==> config.mk <==
export PLATFORM = sky130hd
export DESIGN_NAME = polyline_text_parser_flat
export DESIGN_NICKNAME = d
export VERILOG_FILES = /design/src/plt_pkg.sv /design/src/plt_byte_if.sv /design/src/plt_result_if.sv /design/src/plt_front.sv /design/src/plt_queue.sv /design/src/plt_back.sv /design/src/polyline_text_parser.sv /design/src/flat_wrapper.sv
export SDC_FILE = /design/constraint.sdc
export NUM_CORES = 1
export LEC_CHECK = 0
export ABC_AREA = 1
export BUFFER_PORTS_ARGS = -buffer_cell sky130_fd_sc_hd__buf_2
export CORE_MARGIN = 5
export CORE_UTILIZATION = 50
export DETAILED_ROUTE_END_ITERATION = 8
export PLACE_DENSITY = 0.67
export SLEW_MARGIN = 20
export SYNTH_ARGS = -nofsm -noshare
export SYNTH_HDL_FRONTEND = slang
export SYNTH_SLANG_ARGS = --single-unit
==> constraint.sdc <==
create_clock -name clk -period 8.44 [get_ports clk]
set_clock_uncertainty 0.1 [all_clocks]
set_input_delay 0.422 -clock clk [delete_from_list [all_inputs] [get_ports clk]]
set_output_delay 0.422 -clock clk [all_outputs]
set_load 0.01 [all_outputs]
==> src/plt_pkg.sv <==
// Shared types, character codes and helpers for the polyline text parser.
// No dependencies; every other file in src/ imports this package.
package plt_pkg;

    // Fixed field widths
    localparam int BYTE_W  = 8;
    localparam int KIND_W  = 2;
    localparam int COORD_W = 32;
    localparam int DIGIT_W = 4;

    // Default numeric format
    localparam int DEF_INT_BITS    = 16;
    localparam int DEF_FRAC_BITS   = 16;
    localparam int DEF_FRAC_DIGITS = 6;

    // Character codes
    localparam logic [BYTE_W-1:0] CH_ZERO  = 8'h30;
    localparam logic [BYTE_W-1:0] CH_NINE  = 8'h39;
    localparam logic [BYTE_W-1:0] CH_POINT = 8'h2E;
    localparam logic [BYTE_W-1:0] CH_BAR   = 8'h7C;
    localparam logic [BYTE_W-1:0] CH_V     = 8'h76;

    // Result kinds
    typedef enum logic [KIND_W-1:0] {
        KIND_VERTEX    = 2'd0,
        KIND_STRIP_END = 2'd1,
        KIND_DROP      = 2'd2
    } kind_t;

    // Byte classes produced by the front end
    typedef enum logic [2:0] {
        TOK_DIGIT,
        TOK_POINT,
        TOK_BAR,
        TOK_V,
        TOK_OTHER
    } tok_class_t;

    typedef struct packed {
        tok_class_t         cls;
        logic [DIGIT_W-1:0] digit;
        logic               eod;
    } tok_t;

    // Queue status seen by front and back
    typedef struct packed {
        logic full;
        logic empty;
    } q_status_t;

    // Back end sequencer
    typedef enum logic [1:0] {
        BK_IDLE,
        BK_DIV,
        BK_CLOSE,
        BK_EMIT
    } back_state_t;

    // Decimal scale for a fraction of n digits
    function automatic logic [31:0] pow10(input logic [3:0] n);
        logic [31:0] p;
        case (n)
            4'd0:    p = 32'd1;
            4'd1:    p = 32'd10;
            4'd2:    p = 32'd100;
            4'd3:    p = 32'd1000;
            4'd4:    p = 32'd10000;
            4'd5:    p = 32'd100000;
            4'd6:    p = 32'd1000000;
            4'd7:    p = 32'd10000000;
            4'd8:    p = 32'd100000000;
            4'd9:    p = 32'd1000000000;
            default: p = 32'd1;
        endcase
        return p;
    endfunction

endpackage

==> src/plt_byte_if.sv <==
// Input channel of the polyline text parser: one text byte per item.
// Depends on plt_pkg for field widths.
interface plt_byte_if;
    import plt_pkg::*;

    logic              valid;
    logic              ready;
    logic [BYTE_W-1:0] text_byte;
    logic              end_of_data;

    modport source (output valid, text_byte, end_of_data, input ready);
    modport sink   (input valid, text_byte, end_of_data, output ready);
endinterface

==> src/plt_result_if.sv <==
// Output channel of the polyline text parser: one vertex or strip event per item.
// Depends on plt_pkg for field widths.
interface plt_result_if;
    import plt_pkg::*;

    logic               valid;
    logic               ready;
    logic [KIND_W-1:0]  kind;
    logic [COORD_W-1:0] x_pos;
    logic [COORD_W-1:0] y_pos;
    logic               saturated;
    logic               last_of_run;

    modport source (output valid, kind, x_pos, y_pos, saturated, last_of_run, input ready);
    modport sink   (input valid, kind, x_pos, y_pos, saturated, last_of_run, output ready);
endinterface

==> src/plt_front.sv <==
// Front end: accepts text bytes and classifies them into tokens for the queue.
// Depends on plt_pkg and plt_byte_if.
module plt_front (
    plt_byte_if.sink          byte_in,
    input  plt_pkg::q_status_t q_stat,
    output logic              push,
    output plt_pkg::tok_t     push_tok
);
    import plt_pkg::*;

    logic [BYTE_W-1:0] digit_off;

    // Take a byte whenever the queue has room
    assign byte_in.ready = !q_stat.full;
    assign push          = byte_in.valid && !q_stat.full;

    assign digit_off = byte_in.text_byte - CH_ZERO;

    // Byte classification
    always_comb
    begin
        push_tok.eod   = byte_in.end_of_data;
        push_tok.digit = digit_off[DIGIT_W-1:0];
        if (byte_in.text_byte >= CH_ZERO && byte_in.text_byte <= CH_NINE)
        begin
            push_tok.cls = TOK_DIGIT;
        end
        else if (byte_in.text_byte == CH_POINT)
        begin
            push_tok.cls = TOK_POINT;
        end
        else if (byte_in.text_byte == CH_BAR)
        begin
            push_tok.cls = TOK_BAR;
        end
        else if (byte_in.text_byte == CH_V)
        begin
            push_tok.cls = TOK_V;
        end
        else
        begin
            push_tok.cls = TOK_OTHER;
        end
    end
endmodule

==> src/plt_queue.sv <==
// Short token queue between the front end and the back end.
// Depends on plt_pkg.
module plt_queue (
    input  logic               clk,
    input  logic               rst_n,
    input  logic               push,
    input  plt_pkg::tok_t      push_tok,
    input  logic               pop,
    output plt_pkg::tok_t      head_tok,
    output plt_pkg::q_status_t q_stat
);
    import plt_pkg::*;

    localparam int DEPTH = 4;
    localparam int PTR_W = $clog2(DEPTH);
    localparam int CNT_W = $clog2(DEPTH + 1);

    tok_t             slot_reg [DEPTH];
    logic [PTR_W-1:0] wr_ptr_reg, wr_ptr_next;
    logic [PTR_W-1:0] rd_ptr_reg, rd_ptr_next;
    logic [CNT_W-1:0] cnt_reg, cnt_next;

    assign q_stat.full  = (cnt_reg == CNT_W'(DEPTH));
    assign q_stat.empty = (cnt_reg == '0);
    assign head_tok     = slot_reg[rd_ptr_reg];

    // Pointer and fill bookkeeping
    always_comb
    begin
        wr_ptr_next = push ? wr_ptr_reg + 1'b1 : wr_ptr_reg;
        rd_ptr_next = pop ? rd_ptr_reg + 1'b1 : rd_ptr_reg;
        cnt_next    = cnt_reg + CNT_W'(push) - CNT_W'(pop);
    end

    always_ff @(posedge clk or negedge rst_n)
    begin
        if (!rst_n)
        begin
            wr_ptr_reg <= '0;
            rd_ptr_reg <= '0;
            cnt_reg    <= '0;
        end
        else
        begin
            wr_ptr_reg <= wr_ptr_next;
            rd_ptr_reg <= rd_ptr_next;
            cnt_reg    <= cnt_next;
        end
    end

    // Token storage
    always_ff @(posedge clk)
    begin
        if (push)
        begin
            slot_reg[wr_ptr_reg] <= push_tok;
        end
    end
endmodule

==> src/plt_back.sv <==
// Back end: number accumulation, bit-serial fraction divider, vertex pairing
// and the result output register. Depends on plt_pkg and plt_result_if.
module plt_back #(
    parameter int INT_BITS    = plt_pkg::DEF_INT_BITS,
    parameter int FRAC_BITS   = plt_pkg::DEF_FRAC_BITS,
    parameter int FRAC_DIGITS = plt_pkg::DEF_FRAC_DIGITS
) (
    input  logic               clk,
    input  logic               rst_n,
    input  plt_pkg::tok_t      head_tok,
    input  plt_pkg::q_status_t q_stat,
    output logic               pop,
    plt_result_if.source       result_out
);
    import plt_pkg::*;

    localparam int POW_MAX  = 10 ** FRAC_DIGITS;
    localparam int DIV_W    = $clog2(POW_MAX);
    localparam int FCNT_W   = $clog2(FRAC_DIGITS + 1);
    localparam int DCNT_W   = $clog2(FRAC_BITS + 1);
    localparam int NUM_W    = INT_BITS + FRAC_BITS;
    localparam int NV_W     = INT_BITS + 4;
    localparam int FNV_W    = DIV_W + 4;

    back_state_t        st_reg, st_next;

    // Parser state
    logic               mode_reg, mode_next;
    logic [INT_BITS-1:0] int_reg, int_next;
    logic [DIV_W-1:0]   frac_reg, frac_next;
    logic [FCNT_W-1:0]  fcnt_reg, fcnt_next;
    logic               point_reg, point_next;
    logic               extra_reg, extra_next;
    logic               open_reg, open_next;
    logic               csel_reg, csel_next;
    logic [COORD_W-1:0] first_reg, first_next;
    logic               sat_reg, sat_next;

    // Delimiter token held while it is worked off
    logic               bar_reg, bar_next;
    logic               eod_reg, eod_next;

    // Fraction divider
    logic [DIV_W-1:0]     rem_reg, rem_next;
    logic [DIV_W-1:0]     dvs_reg, dvs_next;
    logic [FRAC_BITS-1:0] quot_reg, quot_next;
    logic [DCNT_W-1:0]    dcnt_reg, dcnt_next;

    // Pending results
    logic               pvtx_reg, pvtx_next;
    logic               pend_reg, pend_next;
    logic               pdrop_reg, pdrop_next;
    logic [COORD_W-1:0] vx_reg, vx_next;
    logic [COORD_W-1:0] vy_reg, vy_next;
    logic               vsat_reg, vsat_next;

    // Output register
    logic               ov_reg, ov_next;
    kind_t              okind_reg, okind_next;
    logic [COORD_W-1:0] ox_reg, ox_next;
    logic [COORD_W-1:0] oy_reg, oy_next;
    logic               osat_reg, osat_next;
    logic               olast_reg, olast_next;

    // Datapath helpers
    logic [NV_W-1:0]    int_ext, int_nv;
    logic [FNV_W-1:0]   frac_ext, frac_nv;
    logic               int_ovf;
    logic [DIV_W:0]     rem2;
    logic               rem_ge;
    logic [NUM_W-1:0]   num_full;
    logic [COORD_W-1:0] coord;
    logic               out_free;
    logic               clear_num;
    logic               do_reset;

    assign int_ext  = {4'b0, int_reg};
    assign int_nv   = (int_ext << 3) + (int_ext << 1) + NV_W'(head_tok.digit);
    assign int_ovf  = |int_nv[NV_W-1:INT_BITS];
    assign frac_ext = {4'b0, frac_reg};
    assign frac_nv  = (frac_ext << 3) + (frac_ext << 1) + FNV_W'(head_tok.digit);

    assign rem2     = {rem_reg, 1'b0};
    assign rem_ge   = (rem2 >= {1'b0, dvs_reg});
    assign num_full = {int_reg, quot_reg};
    assign coord    = COORD_W'(num_full);

    assign out_free = !ov_reg || result_out.ready;
    assign pop      = (st_reg == BK_IDLE) && !q_stat.empty;

    // Sequencer and next-state logic
    always_comb
    begin
        st_next    = st_reg;
        mode_next  = mode_reg;
        int_next   = int_reg;
        frac_next  = frac_reg;
        fcnt_next  = fcnt_reg;
        point_next = point_reg;
        extra_next = extra_reg;
        open_next  = open_reg;
        csel_next  = csel_reg;
        first_next = first_reg;
        sat_next   = sat_reg;
        bar_next   = bar_reg;
        eod_next   = eod_reg;
        rem_next   = rem_reg;
        dvs_next   = dvs_reg;
        quot_next  = quot_reg;
        dcnt_next  = dcnt_reg;
        pvtx_next  = pvtx_reg;
        pend_next  = pend_reg;
        pdrop_next = pdrop_reg;
        vx_next    = vx_reg;
        vy_next    = vy_reg;
        vsat_next  = vsat_reg;
        ov_next    = ov_reg && !result_out.ready;
        okind_next = okind_reg;
        ox_next    = ox_reg;
        oy_next    = oy_reg;
        osat_next  = osat_reg;
        olast_next = olast_reg;
        clear_num  = 1'b0;
        do_reset   = 1'b0;

        case (st_reg)
            BK_IDLE:
            begin
                if (pop)
                begin
                    if (!mode_reg)
                    begin
                        // Searching: only 'v' opens a strip
                        if (head_tok.cls == TOK_V)
                        begin
                            mode_next = 1'b1;
                            clear_num = 1'b1;
                            csel_next = 1'b0;
                            sat_next  = 1'b0;
                        end
                        if (head_tok.eod)
                        begin
                            do_reset = 1'b1;
                            if (head_tok.cls == TOK_V)
                            begin
                                pdrop_next = 1'b1;
                                st_next    = BK_EMIT;
                            end
                        end
                    end
                    else
                    begin
                        case (head_tok.cls)
                            TOK_DIGIT:
                            begin
                                open_next = 1'b1;
                                if (!point_reg)
                                begin
                                    if (int_ovf)
                                    begin
                                        int_next = '1;
                                        sat_next = 1'b1;
                                    end
                                    else
                                    begin
                                        int_next = int_nv[INT_BITS-1:0];
                                    end
                                end
                                else if (!extra_reg && fcnt_reg < FCNT_W'(FRAC_DIGITS))
                                begin
                                    frac_next = frac_nv[DIV_W-1:0];
                                    fcnt_next = fcnt_reg + 1'b1;
                                end
                            end
                            TOK_POINT:
                            begin
                                open_next = 1'b1;
                                if (point_reg)
                                begin
                                    extra_next = 1'b1;
                                end
                                point_next = 1'b1;
                            end
                            default:
                            begin
                                // Delimiter: convert the open number first
                                bar_next = (head_tok.cls == TOK_BAR);
                                eod_next = head_tok.eod;
                                if (open_reg)
                                begin
                                    rem_next  = frac_reg;
                                    dvs_next  = DIV_W'(pow10(4'(fcnt_reg)));
                                    dcnt_next = DCNT_W'(FRAC_BITS);
                                    st_next   = BK_DIV;
                                end
                                else
                                begin
                                    st_next = BK_CLOSE;
                                end
                            end
                        endcase
                        if ((head_tok.cls == TOK_DIGIT || head_tok.cls == TOK_POINT)
                            && head_tok.eod)
                        begin
                            do_reset   = 1'b1;
                            pdrop_next = 1'b1;
                            st_next    = BK_EMIT;
                        end
                    end
                end
            end

            BK_DIV:
            begin
                // One quotient bit per cycle, restoring
                rem_next  = DIV_W'(rem_ge ? rem2 - {1'b0, dvs_reg} : rem2);
                quot_next = {quot_reg[FRAC_BITS-2:0], rem_ge};
                dcnt_next = dcnt_reg - 1'b1;
                if (dcnt_reg == DCNT_W'(1))
                begin
                    st_next = BK_CLOSE;
                end
            end

            BK_CLOSE:
            begin
                if (open_reg)
                begin
                    clear_num = 1'b1;
                    if (!csel_reg)
                    begin
                        first_next = coord;
                        csel_next  = 1'b1;
                    end
                    else
                    begin
                        pvtx_next = 1'b1;
                        vx_next   = first_reg;
                        vy_next   = coord;
                        vsat_next = sat_reg;
                        csel_next = 1'b0;
                        sat_next  = 1'b0;
                    end
                end
                if (bar_reg)
                begin
                    pend_next  = 1'b1;
                    mode_next  = 1'b0;
                    csel_next  = 1'b0;
                    first_next = '0;
                    sat_next   = 1'b0;
                end
                if (eod_reg)
                begin
                    do_reset = 1'b1;
                    if (!bar_reg)
                    begin
                        pdrop_next = 1'b1;
                    end
                end
                if ((open_reg && csel_reg) || bar_reg || eod_reg)
                begin
                    st_next = BK_EMIT;
                end
                else
                begin
                    st_next = BK_IDLE;
                end
            end

            BK_EMIT:
            begin
                // Hand pending results to the output register in order
                if (out_free)
                begin
                    ov_next   = 1'b1;
                    ox_next   = '0;
                    oy_next   = '0;
                    osat_next = 1'b0;
                    if (pvtx_reg)
                    begin
                        okind_next = KIND_VERTEX;
                        ox_next    = vx_reg;
                        oy_next    = vy_reg;
                        osat_next  = vsat_reg;
                        olast_next = !(pend_reg || pdrop_reg);
                        pvtx_next  = 1'b0;
                        if (!(pend_reg || pdrop_reg))
                        begin
                            st_next = BK_IDLE;
                        end
                    end
                    else if (pend_reg)
                    begin
                        okind_next = KIND_STRIP_END;
                        olast_next = !pdrop_reg;
                        pend_next  = 1'b0;
                        if (!pdrop_reg)
                        begin
                            st_next = BK_IDLE;
                        end
                    end
                    else
                    begin
                        okind_next = KIND_DROP;
                        olast_next = 1'b1;
                        pdrop_next = 1'b0;
                        st_next    = BK_IDLE;
                    end
                end
            end

            default:
            begin
                st_next = BK_IDLE;
            end
        endcase

        // Number accumulator clear
        if (clear_num)
        begin
            int_next   = '0;
            frac_next  = '0;
            fcnt_next  = '0;
            point_next = 1'b0;
            extra_next = 1'b0;
            open_next  = 1'b0;
        end

        // Return to the reset state at end of data
        if (do_reset)
        begin
            mode_next  = 1'b0;
            int_next   = '0;
            frac_next  = '0;
            fcnt_next  = '0;
            point_next = 1'b0;
            extra_next = 1'b0;
            open_next  = 1'b0;
            csel_next  = 1'b0;
            first_next = '0;
            sat_next   = 1'b0;
        end
    end

    always_ff @(posedge clk or negedge rst_n)
    begin
        if (!rst_n)
        begin
            st_reg    <= BK_IDLE;
            mode_reg  <= 1'b0;
            int_reg   <= '0;
            frac_reg  <= '0;
            fcnt_reg  <= '0;
            point_reg <= 1'b0;
            extra_reg <= 1'b0;
            open_reg  <= 1'b0;
            csel_reg  <= 1'b0;
            first_reg <= '0;
            sat_reg   <= 1'b0;
            bar_reg   <= 1'b0;
            eod_reg   <= 1'b0;
            dcnt_reg  <= '0;
            pvtx_reg  <= 1'b0;
            pend_reg  <= 1'b0;
            pdrop_reg <= 1'b0;
            ov_reg    <= 1'b0;
        end
        else
        begin
            st_reg    <= st_next;
            mode_reg  <= mode_next;
            int_reg   <= int_next;
            frac_reg  <= frac_next;
            fcnt_reg  <= fcnt_next;
            point_reg <= point_next;
            extra_reg <= extra_next;
            open_reg  <= open_next;
            csel_reg  <= csel_next;
            first_reg <= first_next;
            sat_reg   <= sat_next;
            bar_reg   <= bar_next;
            eod_reg   <= eod_next;
            dcnt_reg  <= dcnt_next;
            pvtx_reg  <= pvtx_next;
            pend_reg  <= pend_next;
            pdrop_reg <= pdrop_next;
            ov_reg    <= ov_next;
        end
    end

    // Payload registers
    always_ff @(posedge clk)
    begin
        rem_reg   <= rem_next;
        dvs_reg   <= dvs_next;
        quot_reg  <= quot_next;
        vx_reg    <= vx_next;
        vy_reg    <= vy_next;
        vsat_reg  <= vsat_next;
        okind_reg <= okind_next;
        ox_reg    <= ox_next;
        oy_reg    <= oy_next;
        osat_reg  <= osat_next;
        olast_reg <= olast_next;
    end

    assign result_out.valid       = ov_reg;
    assign result_out.kind        = okind_reg;
    assign result_out.x_pos       = ox_reg;
    assign result_out.y_pos       = oy_reg;
    assign result_out.saturated   = osat_reg;
    assign result_out.last_of_run = olast_reg;
endmodule

==> src/polyline_text_parser.sv <==
// Polyline text parser: reads map text a byte at a time and emits strip vertices in
// unsigned fixed point (INT_BITS.FRAC_BITS, low 32 bits), strip ends and dropped strips.
// Depends on plt_pkg, plt_byte_if, plt_result_if, plt_front, plt_queue, plt_back.
//
// Bytes enter a four-token queue, so the input keeps taking one byte per cycle while
// the back end is busy, until the queue is full. Digits, points and bytes skipped
// while searching for 'v' are worked off at one per cycle. A delimiter that closes an
// open number runs the bit-serial fraction divider (one quotient bit per cycle) and
// then BK_CLOSE; a delimiter with no open number goes straight to BK_CLOSE. Each
// result passes the output register, which holds a finished result as the back end goes on.
module polyline_text_parser #(
    parameter int INT_BITS    = plt_pkg::DEF_INT_BITS,
    parameter int FRAC_BITS   = plt_pkg::DEF_FRAC_BITS,
    parameter int FRAC_DIGITS = plt_pkg::DEF_FRAC_DIGITS
) (
    input  logic         clk,
    input  logic         rst_n,
    plt_byte_if.sink     byte_in,
    plt_result_if.source result_out
);
    import plt_pkg::*;

    q_status_t q_stat;
    tok_t      push_tok;
    tok_t      head_tok;
    logic      push;
    logic      pop;

    plt_front u_front (
        .byte_in  (byte_in),
        .q_stat   (q_stat),
        .push     (push),
        .push_tok (push_tok)
    );

    plt_queue u_queue (
        .clk      (clk),
        .rst_n    (rst_n),
        .push     (push),
        .push_tok (push_tok),
        .pop      (pop),
        .head_tok (head_tok),
        .q_stat   (q_stat)
    );

    plt_back #(
        .INT_BITS    (INT_BITS),
        .FRAC_BITS   (FRAC_BITS),
        .FRAC_DIGITS (FRAC_DIGITS)
    ) u_back (
        .clk        (clk),
        .rst_n      (rst_n),
        .head_tok   (head_tok),
        .q_stat     (q_stat),
        .pop        (pop),
        .result_out (result_out)
    );

    // A full queue must hold off the input
    a_full_stall: assert property (@(posedge clk) disable iff (!rst_n)
        q_stat.full |-> !byte_in.ready)
        else $error("byte accepted while token queue full");

    // Back end never pops an empty queue
    a_no_underflow: assert property (@(posedge clk) disable iff (!rst_n)
        q_stat.empty |-> !pop)
        else $error("token popped from empty queue");

    // Strip events carry no coordinates
    a_event_zero: assert property (@(posedge clk) disable iff (!rst_n)
        result_out.valid && result_out.kind != KIND_VERTEX |->
            result_out.x_pos == '0 && result_out.y_pos == '0 && !result_out.saturated)
        else $error("strip event with nonzero payload");

    // A dropped strip is always the final result of its byte
    a_drop_last: assert property (@(posedge clk) disable iff (!rst_n)
        result_out.valid && result_out.kind == KIND_DROP |-> result_out.last_of_run)
        else $error("dropped-strip result not marked last");
endmodule
==> src/flat_wrapper.sv <==
// flat-port wrapper written by rule: the top's interface ports become plain ports
module polyline_text_parser_flat import plt_pkg::*;
#(
    parameter int INT_BITS    = plt_pkg::DEF_INT_BITS,
    parameter int FRAC_BITS   = plt_pkg::DEF_FRAC_BITS,
    parameter int FRAC_DIGITS = plt_pkg::DEF_FRAC_DIGITS
)
  (clk, rst_n, byte_in_valid, byte_in_text_byte, byte_in_end_of_data, byte_in_ready, result_out_valid, result_out_kind, result_out_x_pos, result_out_y_pos, result_out_saturated, result_out_last_of_run, result_out_ready);
  plt_byte_if byte_in_i ();
  plt_result_if result_out_i ();
  input  logic clk;
  input  logic rst_n;
  input wire logic [$bits(byte_in_i.valid)-1:0] byte_in_valid;
  input wire logic [$bits(byte_in_i.text_byte)-1:0] byte_in_text_byte;
  input wire logic [$bits(byte_in_i.end_of_data)-1:0] byte_in_end_of_data;
  output wire logic [$bits(byte_in_i.ready)-1:0] byte_in_ready;
  output wire logic [$bits(result_out_i.valid)-1:0] result_out_valid;
  output wire logic [$bits(result_out_i.kind)-1:0] result_out_kind;
  output wire logic [$bits(result_out_i.x_pos)-1:0] result_out_x_pos;
  output wire logic [$bits(result_out_i.y_pos)-1:0] result_out_y_pos;
  output wire logic [$bits(result_out_i.saturated)-1:0] result_out_saturated;
  output wire logic [$bits(result_out_i.last_of_run)-1:0] result_out_last_of_run;
  input wire logic [$bits(result_out_i.ready)-1:0] result_out_ready;
  assign byte_in_i.valid = byte_in_valid;
  assign byte_in_i.text_byte = byte_in_text_byte;
  assign byte_in_i.end_of_data = byte_in_end_of_data;
  assign byte_in_ready = byte_in_i.ready;
  assign result_out_valid = result_out_i.valid;
  assign result_out_kind = result_out_i.kind;
  assign result_out_x_pos = result_out_i.x_pos;
  assign result_out_y_pos = result_out_i.y_pos;
  assign result_out_saturated = result_out_i.saturated;
  assign result_out_last_of_run = result_out_i.last_of_run;
  assign result_out_i.ready = result_out_ready;
  polyline_text_parser #(.INT_BITS(INT_BITS), .FRAC_BITS(FRAC_BITS), .FRAC_DIGITS(FRAC_DIGITS)) u_core (.clk(clk), .rst_n(rst_n), .byte_in(byte_in_i), .result_out(result_out_i));
endmodule
== Word level (Yosys, flattened, before mapping) ==
Memory sizes are Yosys's and may differ from the RTL's. A register that Yosys moved wholly into a read port is not among the register bits.
Cells that the tools add are included.

* Logic and storage cells: 287
* RAM bits: 32
* Bits in read-only memories: 168
* Latch bits: 0
* Memories: 2
* Register bits: 286

{| class="wikitable"
|+ Memories
! memory !! words !! bits a word !! read ports !! clocked after Yosys merged registers in !! write ports !! RTL line !! text
|-
| (name not given) || 8 || 21 || 1 || 1 || 0 || plt_pkg.sv:62 || <nowiki>case (n)</nowiki>
|-
| u_core.u_queue.slot_reg || 4 || 8 || 1 || 0 || 1 || plt_queue.sv:18 || <nowiki>tok_t slot_reg [DEPTH];</nowiki>
|}

* Equality and inequality tests: 42
* Reduce and logical (&&, ||, !) cells: 56
* Multiply operators: 0
* Bitwise gates (word level): 1
* Order comparisons: 4
* Divide/modulo/power cells: 0
* Add/subtract/negate cells: 12
* Shift-type cells: 0
* Muxes and demuxes: 138

{| class="wikitable"
|+ Operators with widths
! cell !! number
|-
| $mux 20 || 13
|-
| $mux 32 || 5
|-
| $mux 16 || 8
|-
| $mux 1 || 70
|-
| $add 20x4->20 || 2
|-
| $pmux 20 s2 || 1
|-
| $mux 3 || 12
|-
| $reduce_bool 3->1 || 11
|-
| $mux 2 || 15
|-
| $reduce_and 5->1 || 5
|-
| $ne 2x2->1 const B || 12
|-
| $ge 21x20->1 || 1
|-
| $add 19x17->20 || 1
|-
| $add 20x20->20 || 1
|-
| $mux 5 || 4
|-
| $ne 4x4->1 const B || 5
|-
| $reduce_and 4->1 || 5
|-
| $sub 20x20->20 || 1
|-
| $eq 8x7->1 const B || 2
|-
| $reduce_and 8->1 || 2
|-
| $pmux 1 s2 || 7
|-
| $ne 3x2->1 const B || 4
|-
| $ne 3x3->1 const B || 4
|-
| $ne 4x3->1 const B || 3
|-
| 34 further kinds || 59
|}

== Logic depth before layout (Yosys ltp) ==
* Word-level depth: 11
* Depth in mapped cells: 24
* Mapped depth without buffers: 23

== By module ==
From an unflattened synthesis, not the netlist that was laid out.

* Cell total of the unflattened synthesis: 1688
* Area total of the unflattened synthesis: 15990.3 um^2

{| class="wikitable"
|+ By module, submodules not included
! module !! area an instance (um^2) !! cells an instance !! instances
|-
| plt_back || 14023.4 || 1479 || 1
|-
| plt_queue || 1803.0 || 172 || 1
|-
| plt_front || 163.9 || 37 || 1
|}

== Least setup slack after synthesis ==
Ideal clock, no wire load.

* Kind: reg-to-reg
* From: reg u_core.u_back.st_reg[1]
* To: reg u_core.u_back.okind_reg[0], in the netlist u_core.u_back.result_out.kind[0], enable pin
* Required time: 7820 ps
* Slack: 3829 ps
* Arrival time: 3991 ps
* Buffers on the path: 0
* Clock period less this slack: 4611 ps
* Library setup time: 520 ps
* Stages on the path, launching flop included: 3
* Path through: dfrtp_1 > nand2_1 > a21oi_1

* Cells in the longest elaborated chain, start to end: 2

{| class="wikitable"
|+ Ends and longest elaborated chain
! element !! RTL line !! text
|-
| start, declared || plt_back.sv:25 || <nowiki>back_state_t st_reg, st_next;</nowiki>
|-
| start signal, assigned || plt_back.sv:371 || <nowiki>st_reg <= st_next;</nowiki>
|-
| $eq 2x2->1 || plt_back.sv:126 || <nowiki>case (st_reg)</nowiki>
|-
| $reduce_and 2->1 (no line) || n/a ||
|-
| end signal, assigned || plt_back.sv:401 || <nowiki>okind_reg <= okind_next;</nowiki>
|-
| end, declared || plt_back.sv:59 || <nowiki>kind_t okind_reg, okind_next;</nowiki>
|}

Every way passes these cells.
A chain may end at the register's enable or synchronous reset.

== Worst setup path in the final report ==
* From: reg u_core.u_queue.rd_ptr_reg[0]
* To: reg u_core.u_back.sat_reg

* Cells in the longest elaborated chain, start to end: 10

{| class="wikitable"
|+ Ends and longest elaborated chain
! element !! RTL line !! text
|-
| start, declared || plt_queue.sv:20 || <nowiki>logic [PTR_W-1:0] rd_ptr_reg, rd_ptr_next;</nowiki>
|-
| start signal, assigned || plt_queue.sv:46 || <nowiki>rd_ptr_reg <= rd_ptr_next;</nowiki>
|-
| $mem_v2 4x8 * || n/a ||
|-
| branches (longest 9 deep; another with $add 20x4->20) || n/a ||
|-
| end signal, assigned || plt_back.sv:381 || <nowiki>sat_reg <= sat_next;</nowiki>
|-
| end, declared || plt_back.sv:37 || <nowiki>logic sat_reg, sat_next;</nowiki>
|}

Every way passes the cells marked *.

==> run summary <==
TritonCTS built the clock tree. Once placement finished, the instance area stood at 16800 um2. The power dissipated by switching net loads came out at 2270 uW. In this run the mean area of a mapped cell was 9.68 um2.

The total number of vias is 11538. The height of the chip came out at 189 um. The required time reported for the critical path endpoint came out at 8.75 ns.

The floorplan die area is 35900 um2. Counting flops and latches in the post-synthesis netlist gives 314. The growth of design area from synthesis to finish came out at 11.3%. The maximum clock path buffer count came out at 3. At the pin with the least slew margin, the transition time is 1.12 ns.

The clock input transition at the sequential cells of the worst setup and hold paths came out at 0.06 ns. The hold violation total from the final report is 0. The areal power density over the cells is 326 nW/um2. The starting density of the core came out at 50.8%. The fraction of registers with async set or reset after synthesis is 30.9%. The clock share of power came out at 23.5%. The overall overflow remaining after global route came out at 0. The minimum hold slack is 0.0430 ns. The commonest register cell after synthesis is sky130_fd_sc_hd__edfxtp_1. The number of detailed-route iterations in the first pass came out at 5. The fraction of power spent switching nets came out at 38.9%. The detail-routed via count per cell is 5.31. The peak fanout along the critical path came out at 22. The number of fill cells came out at 2734. The run finished with clean final reports. Combinational logic is responsible for 37.1% of the overall power. On the critical path, the stage with the largest delay is an instance of sky130_fd_sc_hd__dfrtp_1. In this run the remaining antenna-violating nets after routing total 0. The routability congestion estimate came out at 0.946. The number of instances in the synthesized netlist is 1662. The setup-violating endpoint count in the final report is 0. Sequential cells burn 39.4% of the power. The net count of the mapped netlist came out at 1778. The number of library cell types mapped by synthesis came out at 53. Port buffering added 82 buffers.

The sequential cell area in the final layout is 8940 um2. The die width is 189 um. The tool flagged a number of max-cap violations equal to 0. The maximum clock frequency is 239 MHz. The clock buffer count from CTS is 35. The remaining routing DRC violations came out at 0.

Data on the critical path arrives at its endpoint at 4.49 ns. Across every metal layer, demand over resource in global routing totals 18.5%. The Yosys warning count is 0.

The total area of multi-input combinational cells came out at 6090 um2. The share of the clock period used by the worst path is 49.6%. The TritonCTS sink count came out at 314.

The path class of the tightest hold or removal check is in -> reg. The post-layout minimum cycle time is 4.18 ns. The post-detailed-placement half-perimeter wirelength is 23.2 mm. The worst setup path is captured at a register.

The count of pins on the block boundary came out at 83. In this design, the critical path's most frequently occurring cell is sky130_fd_sc_hd__nand2_1. The final max-slew violation count came out at 0.

The buffer and inverter count on the worst path came out at 3. The remaining max-slew budget at the tightest pin is 24.7%. The core area is 31600 um2. The count of flip-flops with a built-in enable after synthesis is 217. The tree is rooted in a sky130_fd_sc_hd__clkbuf_16.

The number of cells upsized or downsized after cts came out at 0. The cell area that synthesis handed to floorplanning was 16100 um2. The via count of the first global-routing pass is 10937.

Of the cells placed in the final design, the portion with a size suffix greater than 1 is 10.1%. The worst setup path is of the reg -> reg kind. STA classifies the critical path startpoint as a register. In the final routed layout, each cell accounts on average for 15.2 um. In this run the static leakage power is 0.00858 uW. The initialized floorplan defines 65 standard-cell rows.

The level count of the clock H-tree came out at 2. Including well taps, the total number of placed cells is 2107. The cell-internal power came out at 3560 uW.

The filler-free cell count of the finished design came out at 2171. The layout net count is 1859. The number of inserted diodes is 0. Setup total negative slack on the finished layout was measured at 0 ns. Entering global routing, the biggest net connects 73 pins. The largest stage delay on the critical path came out at 0.74 ns. Sequential cells were found to cover 55.6% of the synthesized design area. The violation count after the first detailed-route iteration came out at 823. The first global-routing pass estimated 55.1 mm of wire. The finished cells cover 17900 um2. VDD sags by at most 0.165 mV. Among cell families on the critical path, the largest total delay comes from simple AND/OR/NAND/NOR gates. The detailed-route wire length came out at 33.0 mm. The initial antenna violation count is 0. Setup repair after global routing left no endpoint under its margin. The critical path goes through inv_2 > o21ai_0 > o22ai_1 > fa_1 > inv_1 > fa_1 > inv_1 > nand2_1 > nand2_1 > nand3_1 > nand2_1 > nand2_1 > nand2_1 > nand2_1 > nand2_1 > nor2_1 > nand2_1 > nand2_1 > nand2_1 > nand2_1 > nand2_1 > nand2_1. The insertion delay of the later-clocked pin in the worst-skew pair is 0.51 ns.
-- stage by stage --
stage / utilization [%] / worst slack, ns / power, uW
after floorplan: - / 3.83 / 3920
after global placement: 53.2 / 4.41 / 4420
after detailed placement: 53.2 / 4.32 / 4480
after CTS: 56.6 / 4.28 / 5880
after global routing: 56.6 / 3.80 / 6270
final: 56.6 / 4.26 / 5830
-- Yosys cell counts, types with 3 or more instances --
cell / instances / area (um2)
sky130_fd_sc_hd__a21boi_0: 3 / 22.5
sky130_fd_sc_hd__a21o_1: 7 / 52.6
sky130_fd_sc_hd__a21oi_1: 118 / 591
sky130_fd_sc_hd__a31oi_1: 5 / 31.3
sky130_fd_sc_hd__buf_2: 5 / 25.0
sky130_fd_sc_hd__buf_4: 5 / 37.5
sky130_fd_sc_hd__buf_6: 7 / 78.8
sky130_fd_sc_hd__clkbuf_1: 32 / 120
sky130_fd_sc_hd__dfrtp_1: 97 / 2430
sky130_fd_sc_hd__edfxtp_1: 217 / 6520
sky130_fd_sc_hd__fa_1: 6 / 120
sky130_fd_sc_hd__ha_1: 97 / 1210
sky130_fd_sc_hd__inv_1: 205 / 769
sky130_fd_sc_hd__inv_2: 6 / 22.5
sky130_fd_sc_hd__nand2_1: 390 / 1460
sky130_fd_sc_hd__nand2_2: 5 / 31.3
sky130_fd_sc_hd__nand3_1: 110 / 551
sky130_fd_sc_hd__nand4_1: 8 / 50.1
sky130_fd_sc_hd__nor2_1: 126 / 473
sky130_fd_sc_hd__nor2_2: 3 / 18.8
sky130_fd_sc_hd__nor2_4: 3 / 33.8
sky130_fd_sc_hd__nor3_1: 14 / 70.1
sky130_fd_sc_hd__nor4_1: 7 / 43.8
sky130_fd_sc_hd__o211ai_1: 33 / 248
sky130_fd_sc_hd__o21ai_0: 53 / 265
sky130_fd_sc_hd__o21ai_1: 14 / 70.1
sky130_fd_sc_hd__o21bai_1: 4 / 30.0
sky130_fd_sc_hd__o22ai_1: 7 / 43.8
sky130_fd_sc_hd__or2_2: 3 / 18.8
sky130_fd_sc_hd__xnor2_1: 19 / 166
sky130_fd_sc_hd__xor2_1: 26 / 228
-- layout by cell type (no fill, tap or decap), types with 8 or more instances in the layout --
cell type	Yosys	routed
sky130_fd_sc_hd__a21oi_1	118	117
sky130_fd_sc_hd__buf_2	5	81
sky130_fd_sc_hd__buf_4	5	12
sky130_fd_sc_hd__clkbuf_16	0	35
sky130_fd_sc_hd__clkinv_1	1	9
sky130_fd_sc_hd__dfrtp_1	97	96
sky130_fd_sc_hd__edfxtp_1	217	217
sky130_fd_sc_hd__ha_1	97	97
sky130_fd_sc_hd__inv_1	205	205
sky130_fd_sc_hd__nand2_1	390	390
sky130_fd_sc_hd__nand3_1	110	110
sky130_fd_sc_hd__nand4_1	8	8
sky130_fd_sc_hd__nor2_1	126	124
sky130_fd_sc_hd__nor3_1	14	14
sky130_fd_sc_hd__o211ai_1	33	33
sky130_fd_sc_hd__o21ai_0	53	53
sky130_fd_sc_hd__o21ai_1	14	13
sky130_fd_sc_hd__xnor2_1	19	19
sky130_fd_sc_hd__xor2_1	26	26
-- power groups by stage --
| stage | sequential, uW | clock [uW] | combinational, uW |
|---|---|---|---|
| floorplan | 2310 | 0 | 1620 |
| global placement | 2320 | 0 | 2110 |
| detailed placement | 2330 | 0 | 2150 |
| CTS | 2300 | 1410 | 2170 |
| global route | 2340 | 1480 | 2460 |
| finish | 2300 | 1370 | 2160 |
-- repair_timing --
| action | CTS | global route |
|---|---|---|
| hold endpoints to repair | 25 | 0 |
| hold buffers | 1 | 0 |
| buffers inserted | 0 | 0 |
-- layout make-up --
| cell class | count | share of cell area (%) |
|---|---|---|
| flip-flops and latches | 314 | 50.0 |
| repair buffers | 94 | 2.82 |
| clock inverters | 20 | 0.699 |
| inverters | 215 | 4.55 |
| well taps | 402 | 2.81 |
| multi-input cells | 1083 | 34.0 |
| clock buffers | 43 | 5.12 |
-- routing by layer --
| metal | wire, um | vias up | track usage, % |
|---|---|---|---|
| li1 | - | 5752 | - |
| met1 | 15800 | 5449 | 26.8 |
| met2 | 14900 | 289 | 29.4 |
| met3 | 1700 | 48 | 3.12 |
| met4 | 633 | 0 | 4.48 |
| met5 | 0 | - | 0 |
-- worst paths after layout --
path                                              startpoint                       endpoint  slack [ns]  depth (start not counted)
worst max-delay path            u_core.u_queue.rd_ptr_reg[0]          u_core.u_back.sat_reg        4.26                         22
worst min-delay path                     byte_in_end_of_data  u_core.u_queue.slot_reg[0][0]        0.04                          1
worst max register to register  u_core.u_queue.rd_ptr_reg[0]          u_core.u_back.sat_reg        4.26                         22
worst min register to register    u_core.u_back.first_reg[7]        u_core.u_back.vx_reg[7]        0.34                          0
max in group asynchronous                              rst_n         u_core.u_back.pvtx_reg        6.68                          3
min in group asynchronous                              rst_n      u_core.u_back.fcnt_reg[2]        0.29                          2
-- cells by family (layout without fill, tap and decap cells) --
family          count (synthesis)  count (layout)  synth area share [%]
fa+ha+maj                     103             103                  8.29
xor+xnor                       45              45                  2.45
buf+inv                       265             372                  6.71
simple gates                  681             681                  17.9
compound gates                254             254                  9.08
flops                         314             314                  55.6
-- worst register-to-register path, stage by stage, from the launching register on --
cell and delay [ns]:
sky130_fd_sc_hd__dfrtp_1 0.74, sky130_fd_sc_hd__inv_2 0.23, sky130_fd_sc_hd__o21ai_0 0.21, sky130_fd_sc_hd__o22ai_1 0.19, sky130_fd_sc_hd__fa_1 0.62, sky130_fd_sc_hd__inv_1 0.08, sky130_fd_sc_hd__fa_1 0.43, sky130_fd_sc_hd__inv_1 0.09
sky130_fd_sc_hd__nand2_1 0.07, sky130_fd_sc_hd__nand2_1 0.08, sky130_fd_sc_hd__nand3_1 0.07, sky130_fd_sc_hd__nand2_1 0.14, sky130_fd_sc_hd__nand2_1 0.08, sky130_fd_sc_hd__nand2_1 0.06, sky130_fd_sc_hd__nand2_1 0.04, sky130_fd_sc_hd__nand2_1 0.05
sky130_fd_sc_hd__nor2_1 0.04, sky130_fd_sc_hd__nand2_1 0.40, sky130_fd_sc_hd__nand2_1 0.13, sky130_fd_sc_hd__nand2_1 0.10, sky130_fd_sc_hd__nand2_1 0.05, sky130_fd_sc_hd__nand2_1 0.05, sky130_fd_sc_hd__nand2_1 0.04
(Power assumes the default switching activity.)
